**src/rtl/core/sacf_pkg.sv**
```systemverilog
package sacf_pkg;

	typedef struct packed {
		logic signed [23:0] target_angle;
		logic               stop;
	} sacf_in_t;

	typedef struct packed {
		logic [7:0] frame_byte;
		logic       last;
	} sacf_out_t;

	// Byte slots of the eleven-byte command frame, in the order they go out.
	typedef enum logic [3:0] {
		POS_SOF    = 4'd0,
		POS_ZERO   = 4'd1,
		POS_ID     = 4'd2,
		POS_CMD    = 4'd3,
		POS_LEN    = 4'd4,
		POS_D0     = 4'd5,
		POS_D1     = 4'd6,
		POS_D2     = 4'd7,
		POS_D3     = 4'd8,
		POS_CRC_LO = 4'd9,
		POS_CRC_HI = 4'd10
	} frame_pos_t;

	localparam logic [7:0] BYTE_SOF  = 8'h3E;
	localparam logic [7:0] BYTE_ZERO = 8'h00;
	localparam logic [7:0] BYTE_CMD  = 8'h55;
	localparam logic [7:0] BYTE_LEN  = 8'h04;

	localparam logic [15:0] CRC_INIT = 16'hFFFF;
	localparam logic [15:0] CRC_POLY = 16'hA001;

	// Half and full turn in 1/256 degree units.
	localparam logic signed [24:0] HALF_TURN = 25'sd46080;
	localparam logic [31:0]        FULL_TURN = 32'd92160;

	// counts = floor(mag * 8 / 45); RECIP = floor(2^35 / 45) leaves at most one short.
	localparam logic [29:0] RECIP   = 30'd763549741;
	localparam logic [5:0]  DIVISOR = 6'd45;

endpackage

```
**src/rtl/core/servo_angle_command_framer.sv**
```systemverilog
// Servo angle command framer. Each input transaction (a target angle in signed 1/256 degree
// units and a stop flag) produces one eleven-byte relative-position command frame on the
// output channel, one byte per output transaction, with last set on the CRC high byte.
// A jump of more than half a turn from the previous target moves the kept zero offset by a
// full turn the other way; the command angle (target plus offset, or the offset alone on
// stop) is converted to encoder counts as trunc(angle * 8 / 45) and sent little-endian,
// followed by the CRC-16/MODBUS of the first nine bytes. An input passes stages s1, s2, s3
// and s4 before the serializer loads it; the serializer takes the next frame from s4 as the
// last byte of the current one is accepted. Up to four further inputs are held in the
// conversion pipeline while a frame goes out. Write motor_index via cfg_wr_en and
// cfg_wr_data only while no frame is pending; the block does not enforce it. The frame id byte is motor_index + 1.
module servo_angle_command_framer
	import sacf_pkg::*;
(
	input  logic       clk,
	input  logic       arst_n,
	input  logic       cfg_wr_en,
	input  logic [7:0] cfg_wr_data,
	input  logic       in_valid,
	output logic       in_stall,
	input  sacf_in_t   in_item,
	output logic       out_valid,
	input  logic       out_stall,
	output sacf_out_t  out_item
);

	function automatic logic [15:0] crc_byte(input logic [15:0] crc, input logic [7:0] b);
		logic [15:0] c;
		c = crc ^ {8'h00, b};
		for (int i = 0; i < 8; i++) begin
			if (c[0]) begin
				c = (c >> 1) ^ CRC_POLY;
			end else begin
				c = c >> 1;
			end
		end
		return c;
	endfunction

	logic [7:0]         motor_index_q;
	logic [31:0]        offset_q;
	logic signed [23:0] prev_q;

	logic               valid_s1, valid_s2, valid_s3, valid_s4;
	logic signed [23:0] target_s1;
	logic               stop_s1;
	logic [31:0]        offset_s1;
	logic [31:0]        mag_s2, mag_s3;
	logic               neg_s2, neg_s3, neg_s4;
	logic [61:0]        prod_s3;
	logic [29:0]        quot_s4;

	logic               ser_valid_q;
	frame_pos_t         pos_q;
	logic [31:0]        counts_q;
	logic [15:0]        crc_q;

	logic               rdy1, rdy2, rdy3, rdy4, ser_load;
	logic               in_acc, out_acc;
	logic signed [24:0] diff;
	logic [31:0]        offset_next;
	logic [31:0]        angle;
	logic [29:0]        quot_est;
	logic [34:0]        rem;
	logic [29:0]        quot;
	logic [7:0]         byte_c;

	// Flow control: each stage moves when it is empty or its successor moves.
	assign out_acc  = out_valid && !out_stall;
	assign ser_load = !ser_valid_q || (out_acc && pos_q == POS_CRC_HI);
	assign rdy4     = !valid_s4 || ser_load;
	assign rdy3     = !valid_s3 || rdy4;
	assign rdy2     = !valid_s2 || rdy3;
	assign rdy1     = !valid_s1 || rdy2;
	assign in_stall = !rdy1;
	assign in_acc   = in_valid && rdy1;

	// Offset tracking on the incoming target.
	always_comb begin
		diff = {in_item.target_angle[23], in_item.target_angle} - {prev_q[23], prev_q};
		if (diff > HALF_TURN) begin
			offset_next = offset_q - FULL_TURN;
		end else if (diff < -HALF_TURN) begin
			offset_next = offset_q + FULL_TURN;
		end else begin
			offset_next = offset_q;
		end
	end

	always_ff @(posedge clk or negedge arst_n) begin
		if (!arst_n) begin
			motor_index_q <= '0;
			offset_q      <= '0;
			prev_q        <= '0;
		end else begin
			if (cfg_wr_en) begin
				motor_index_q <= cfg_wr_data;
			end
			if (in_acc) begin
				offset_q <= offset_next;
				prev_q   <= in_item.target_angle;
			end
		end
	end

	always_comb begin
		if (stop_s1) begin
			angle = offset_s1;
		end else begin
			angle = offset_s1 + {{8{target_s1[23]}}, target_s1};
		end
	end

	// The estimate is exact or one short; one compare of the remainder settles it.
	always_comb begin
		quot_est = prod_s3[61:32];
		rem      = {mag_s3, 3'b000} - 35'(quot_est) * 35'(DIVISOR);
		quot     = quot_est + 30'(rem >= 35'(DIVISOR));
	end

	always_ff @(posedge clk or negedge arst_n) begin
		if (!arst_n) begin
			valid_s1 <= 1'b0;
			valid_s2 <= 1'b0;
			valid_s3 <= 1'b0;
			valid_s4 <= 1'b0;
		end else begin
			if (rdy1) begin
				valid_s1 <= in_valid;
			end
			if (rdy2) begin
				valid_s2 <= valid_s1;
			end
			if (rdy3) begin
				valid_s3 <= valid_s2;
			end
			if (rdy4) begin
				valid_s4 <= valid_s3;
			end
		end
	end

	always_ff @(posedge clk) begin
		if (in_acc) begin
			target_s1 <= in_item.target_angle;
			stop_s1   <= in_item.stop;
			offset_s1 <= offset_next;
		end
		if (valid_s1 && rdy2) begin
			neg_s2 <= angle[31];
			mag_s2 <= angle[31] ? (32'd0 - angle) : angle;
		end
		if (valid_s2 && rdy3) begin
			neg_s3  <= neg_s2;
			mag_s3  <= mag_s2;
			prod_s3 <= 62'(mag_s2) * 62'(RECIP);
		end
		if (valid_s3 && rdy4) begin
			neg_s4  <= neg_s3;
			quot_s4 <= quot;
		end
	end

	always_comb begin
		unique case (pos_q)
			POS_SOF:    byte_c = BYTE_SOF;
			POS_ZERO:   byte_c = BYTE_ZERO;
			POS_ID:     byte_c = 8'(motor_index_q + 8'd1);
			POS_CMD:    byte_c = BYTE_CMD;
			POS_LEN:    byte_c = BYTE_LEN;
			POS_D0:     byte_c = counts_q[7:0];
			POS_D1:     byte_c = counts_q[15:8];
			POS_D2:     byte_c = counts_q[23:16];
			POS_D3:     byte_c = counts_q[31:24];
			POS_CRC_LO: byte_c = crc_q[7:0];
			POS_CRC_HI: byte_c = crc_q[15:8];
			default:    byte_c = BYTE_ZERO;
		endcase
	end

	assign out_valid           = ser_valid_q;
	assign out_item.frame_byte = byte_c;
	assign out_item.last       = (pos_q == POS_CRC_HI);

	always_ff @(posedge clk or negedge arst_n) begin
		if (!arst_n) begin
			ser_valid_q <= 1'b0;
			pos_q       <= POS_SOF;
		end else if (ser_load) begin
			ser_valid_q <= valid_s4;
			pos_q       <= POS_SOF;
		end else if (out_acc) begin
			pos_q <= frame_pos_t'(pos_q + 4'd1);
		end
	end

	// The CRC takes in each of the first nine bytes as it is sent.
	always_ff @(posedge clk) begin
		if (ser_load && valid_s4) begin
			counts_q <= neg_s4 ? (32'd0 - {2'b00, quot_s4}) : {2'b00, quot_s4};
		end else if (out_acc && pos_q != POS_CRC_LO && pos_q != POS_CRC_HI) begin
			crc_q <= crc_byte((pos_q == POS_SOF) ? CRC_INIT : crc_q, byte_c);
		end
	end

endmodule

```
**config.mk**
```make
export PLATFORM = sky130hd
export DESIGN_NAME = servo_angle_command_framer
export DESIGN_NICKNAME = d
export VERILOG_FILES = /design/src/rtl/core/sacf_pkg.sv /design/src/rtl/core/servo_angle_command_framer.sv
export SDC_FILE = /design/constraint.sdc
export NUM_CORES = 2
export LEC_CHECK = 0
export ABC_AREA = 1
export BUFFER_PORTS_ARGS = -buffer_cell sky130_fd_sc_hd__buf_2
export CAP_MARGIN = 20
export CORE_MARGIN = 1
export CORE_UTILIZATION = 40
export DETAILED_ROUTE_END_ITERATION = 10
export GPL_TIMING_DRIVEN = 1
export SETUP_SLACK_MARGIN = 0.5
export SYNTH_ARGS = -nofsm -noshare
export SYNTH_HDL_FRONTEND = slang
export SYNTH_SLANG_ARGS = --single-unit
```
**constraint.sdc**
```tcl
create_clock -name clk -period 17.4 [get_ports clk]
set_input_delay 0.87 -clock clk [delete_from_list [all_inputs] [get_ports clk]]
set_output_delay 0.87 -clock clk [all_outputs]
set_load 0.03 [all_outputs]
```
======== Word level (Yosys, flattened, before mapping) ========
Index checks and enable logic that the tools add are counted.
storage, ports and cells
  input bits .............................. 38
  bits in registers ....................... 336
  word-level logic and storage cells ...... 115
  output and inout bits ................... 11
cells by class
  muxes and demuxes ....................... 31
  eq/ne operators ......................... 11
  bitwise logic cells ..................... 10
  $lt $le $gt $ge ......................... 3
  $add $sub $neg .......................... 10
  multipliers ............................. 2
  reduce and logical (&&, ||, !) cells .... 24
operators with widths
  cell                                                                                  number
  16-bit 2-to-1 mux                                                                     22
  32-bit 2-to-1 mux                                                                     3
  8-bit case mux with 10 select lines                                                   1
  32-bit by 30-bit multiplier with 62-bit output, second input constant                 1
  35-bit by 6-bit greater-or-equal comparator with 1-bit output, second input constant  1
  30-bit by 6-bit multiplier with 35-bit output, second input constant                  1
  35-bit subtractor                                                                     1
  32-bit by 17-bit adder with 32-bit output, second input constant                      1
  32-bit adder                                                                          1
  1-bit by 32-bit subtractor with 32-bit output, first input constant                   1
  32-bit by 17-bit subtractor with 32-bit output, second input constant                 1
  31-bit 2-to-1 mux                                                                     1
  1-bit by 30-bit subtractor with 31-bit output, first input constant                   1
  30-bit by 1-bit adder with 30-bit output                                              1
  30-bit 2-to-1 mux                                                                     1
  25-bit by 17-bit greater-than comparator with 1-bit output, second input constant     1
  25-bit by 17-bit less-than comparator with 1-bit output, second input constant        1
  24-bit by 24-bit subtractor with 25-bit output                                        1
  2-bit inverter with 3-bit output                                                      8
  4-bit by 3-bit == test with 1-bit output, second input constant                       4
  16-bit by 8-bit bitwise XOR with 16-bit output                                        1
  14-bit 2-to-1 mux                                                                     1
  4-bit == test, second input constant                                                  3
  1-bit logical AND                                                                     9
  11 further kinds                                                                      24

======== Depth between registers and ports, before layout ========
  depth in word-level cells ............... 33
  mapped depth ............................ 35
  mapped depth without buffers ............ 35

======== Worst setup path after synthesis ========
OpenSTA, ideal clock, no wires.
  path type ............................... flip-flop to flip-flop
  start point ............................. register mag_s2[4]
  end point ............................... register prod_s3[55], data pin
  buffers on the path ..................... 0
  clock period less this slack ............ 6.248 ns
  data required time ...................... 17.135 ns
  setup slack ............................. 11.152 ns
  arrival ................................. 5.983 ns
  library setup time ...................... 0.265 ns
  cell stages (with the launch flop) ...... 22
  path through ............................ edfxtp_1 > ha_1 > inv_1 > fa_1 > inv_1 > fa_1 > fa_1 > fa_1 > inv_1 > fa_1 > inv_1 > fa_1 > fa_1 > ha_1 > a21oi_1 > o21ai_0 > a21oi_1 > o211a_1 > nand3_1 > a21oi_1 > o21ai_0 > xor2_1
between the ends
  cells in the longest elaborated chain, start to end .. 1
ends and longest elaborated chain
  what                                            line                               source
  from (decl)                                     servo_angle_command_framer.sv:48   logic [31:0] mag_s2, mag_s3;
  from (signal assigned)                          servo_angle_command_framer.sv:151  mag_s2 <= angle[31] ? (32'd0 - angle) : angle;
  32-bit by 30-bit multiplier with 62-bit output  servo_angle_command_framer.sv:156  prod_s3 <= 62'(mag_s2) * 62'(RECIP);
  to (signal assigned)                            servo_angle_command_framer.sv:156
  to (decl)                                       servo_angle_command_framer.sv:50   logic [61:0] prod_s3;
Every way passes these cells.
A chain may end at the register's enable or synchronous reset.

======== Worst setup path in the final report ========
  start point ............................. register mag_s2[10]
  end point ............................... register prod_s3[53], data pin
Same word-level chain as after synthesis.

==> out/qor.yml <==
path_depth: 23
ff2ff_path_depth: 23
dp_hpwl_um: 89970
ios: 49
adder_cell_fraction_of_synth_area_pct: 38.25
cts_max_level: 2
io_buffers: 48
yosys.area_share.simple_pct: 17.69
setup_repair_after_global_routing_missed_its_margin: "no"
wirelength_um: 104800
hp-class: "reg -> reg"
pin_count_of_the_biggest_net_entering_global_routing: 117
core.rowCount: 110
final_antenna_net_count: 0
setup_viol: 0
clock-skew-final_ns: 0.03028
synth_cell_types: 58
syn2layout_area_growth_pct: 7.997
run_status: "finished, final reports clean"
post-place-ws_ns: 10.18
floorplan.die_area_mm2: 0.09255
post-route-worst-setup-slack_ns: 10.17
ys_warns: 0
worst-path-max-fanout: 5
critical_path.slowest_cell: "sky130_fd_sc_hd__ha_1"
cp.arrival_ns: 7.56
cts_post_setup_buffers_inserted: 0
vias_per_cell: 5.033
min_delay_path_depth: 0
core_area_mm2: 0.09029
antenna_found_initial: 2
yosys.area_share.xor_xnor_pct: 4.908
slowest_delay_ns: 0.58
share_of_the_cycle_needed_by_the_critical_path_after_routing_pct: 41.56
clkTransAtPathRegs_ns: 0.06
postSynthRegisterBits: 282
design.final.nets: 5220
drt_pass1_iterations: 5
post_synth_inst_count: 4258
muxShareOfSynthArea_pct: 0.03082
final_cell_mix: "884 x sky130_fd_sc_hd__inv_1, 808 x sky130_fd_sc_hd__nand2_1, 473 x sky130_fd_sc_hd__ha_1, 402 x sky130_fd_sc_hd__fa_1, 278 x sky130_fd_sc_hd__nor2_1"
dp.cells: 5443
clk_path_buf_depth: 3
worstSetupStartpointType: "flop"
critPathLaunch: "mag_s2[10]$_DFFE_PP_"
vias_after_detailed_routing: 27750
route.detailed.drc: 0
cpLargestDelayFamily: "adder cells"
grt_use_total_pct: 23.02
endpoint: "prod_s3[53]$_DFFE_PP_"
max_clock_freq_ghz: 0.1383
average_wire_per_standard_cell_um: 19.01
stdcell_count: 5514
cts_repair_resize_count: 0
postSynth.asyncResetShare_pct: 21.99
clock_insertion_delay_worst_skew_ns: 0.59
fin_setup_tns_ns: 0
initial_core_util_pct: 40.47
wire_length_of_the_first_global_routing_pass_um: 164900
detailedRoute.firstIterationViolations: 2022
end_kind: "flop"
cts_tree: "built"
syn-num-nets: 5171
drv_cap: 0
area_fraction_in_compound_gates_after_synthesis_pct: 6.798
period_needed_ns: 7.232
worst-endpoint-required_ns: 17.72
relSlewSlack_pct: 30.19
die-height_um: 304.2
layout_commonest_cell: "sky130_fd_sc_hd__inv_1"
worst-slew-pin-transition_ns: 1.047
gp_congestion: 0.9887
post_synth_instance_area_mm2: 0.03654
die_w_um: 304.2
cts_root_buffer: "sky130_fd_sc_hd__clkbuf_16"
synth_flop_cell: "sky130_fd_sc_hd__edfxtp_1"
final_number_of_max_transition_violations: 0
ys_seq_area_share_pct: 22.33
syn-mean-instance-area_um2: 8.580
worst-setup-path-type: "reg -> reg"
timing.critical_path.buf_inv: 4
path_common_cell: "sky130_fd_sc_hd__fa_1"
crit_path_cell_trace: "ha_1 > inv_1 > fa_1 > inv_1 > fa_1 > ha_1 > inv_1 > fa_1 > inv_1 > fa_1 > fa_1 > fa_1 > ha_1 > a21oi_1 > o21ai_0 > a21oi_1 > o21ai_0 > a21oi_1 > o21bai_1 > nand3_1 > nand2_1 > a21oi_1 > xnor2_1"
cts_made_buffers: 38
post_route_cells_drive_above_1_share_pct: 5.073
main_combinational_cell_family_by_area_after_synthesis: "adder cells"
globalRouteOverflowTotal: 0
number_of_hold_buffers_added_after_cts: 0
r2r-start: "mag_s2[10]$_DFFE_PP_"
r2r_slack_ns: 10.17
hold_viol_final: 0
via_count_of_the_first_global_routing_pass: 28620
synth_enable_flop_cells: 220
tritoncts_num_sinks: 282
endpoint_of_the_lowest_slack_register_to_register_path: "prod_s3[53]$_DFFE_PP_"
==> cell usage after synthesis (62+ instances only) <==
cell type / number / area, um2
sky130_fd_sc_hd__a21oi_1: 195 / 975.9
sky130_fd_sc_hd__dfrtp_1: 62 / 1551
sky130_fd_sc_hd__edfxtp_1: 220 / 6606
sky130_fd_sc_hd__fa_1: 402 / 8048
sky130_fd_sc_hd__ha_1: 473 / 5918
sky130_fd_sc_hd__inv_1: 886 / 3326
sky130_fd_sc_hd__nand2_1: 808 / 3033
sky130_fd_sc_hd__nand3_1: 181 / 905.9
sky130_fd_sc_hd__nand4_1: 72 / 450.4
sky130_fd_sc_hd__nor2_1: 280 / 1051
sky130_fd_sc_hd__o21ai_0: 161 / 805.8
sky130_fd_sc_hd__xor2_1: 150 / 1314
==> flip-flops by register name, indices dropped and copies added, names as in the netlist, 4 cells and up <==
signal	cells
offset_q	21
counts_q	31
motor_index_q	8
mag_s2	32
pos_q	4
mag_s3	32
prod_s3	30
quot_s4	30
crc_q	16
target_s1	24
prev_q	24
offset_s1	21
==> area by class of cell <==
cell class | instances | area, um2
well taps | 1176 | 1471
clock buffers | 42 | 1018
diodes | 1 | 2.502
flip-flops and latches | 282 | 8158
clock inverters | 28 | 354.1
inverters | 902 | 3388
multi-input cells | 3026 | 24740
fillers | 8957 | 50830
repair buffers | 57 | 320.3
==> how the worst min path moves through the flow <==
stage | from | end
after global routing | neg_s2$_DFFE_PP_ | neg_s3$_DFFE_PP_
after floorplan | neg_s2$_DFFE_PP_ | neg_s3$_DFFE_PP_
final | neg_s2$_DFFE_PP_ | neg_s3$_DFFE_PP_
after CTS | neg_s2$_DFFE_PP_ | neg_s3$_DFFE_PP_
after detailed placement | neg_s2$_DFFE_PP_ | neg_s3$_DFFE_PP_
after global placement | neg_s2$_DFFE_PP_ | neg_s3$_DFFE_PP_
==> per-layer routing <==
| metal | vias to the layer above | global-route usage (%) | share of wire (%) |
|---|---|---|---|
| li1 | 13700 | - | - |
| met1 | 13310 | 30.00 | 45 |
| met2 | 577 | 39.56 | 48 |
| met3 | 162 | 2.737 | 4.1 |
| met4 | 2 | 7.681 | 3.4 |
| met5 | - | 0 | 0.0076 |
==> logic make-up (layout without fill, tap and decap cells) <==
family / after synthesis / in the layout
and+or+nand+nor: 1496 / 1496
muxes: 1 / 1
AOI/OAI and AO/OA: 450 / 450
xor gates and xnor gates: 203 / 203
adders and majority gates: 876 / 876
other: 0 / 1
DFF: 282 / 282
buffers and inverters: 950 / 1029
==> metrics by stage <==
step | util, % | hold slack (ns) | instance area (um2)
final | 43.70 | 0.4264 | 39460
after global routing | 43.70 | 0.4417 | 39460
after CTS | 43.70 | 0.4337 | 39450
after detailed placement | 42.18 | 0.4261 | 38080
after global placement | 42.18 | 0.4021 | 38080
after floorplan | - | 0.4003 | 36540
Power is left out: the tool's default activity adds up to more than one toggle a clock period on the data nets, which glitch-free logic cannot reach.
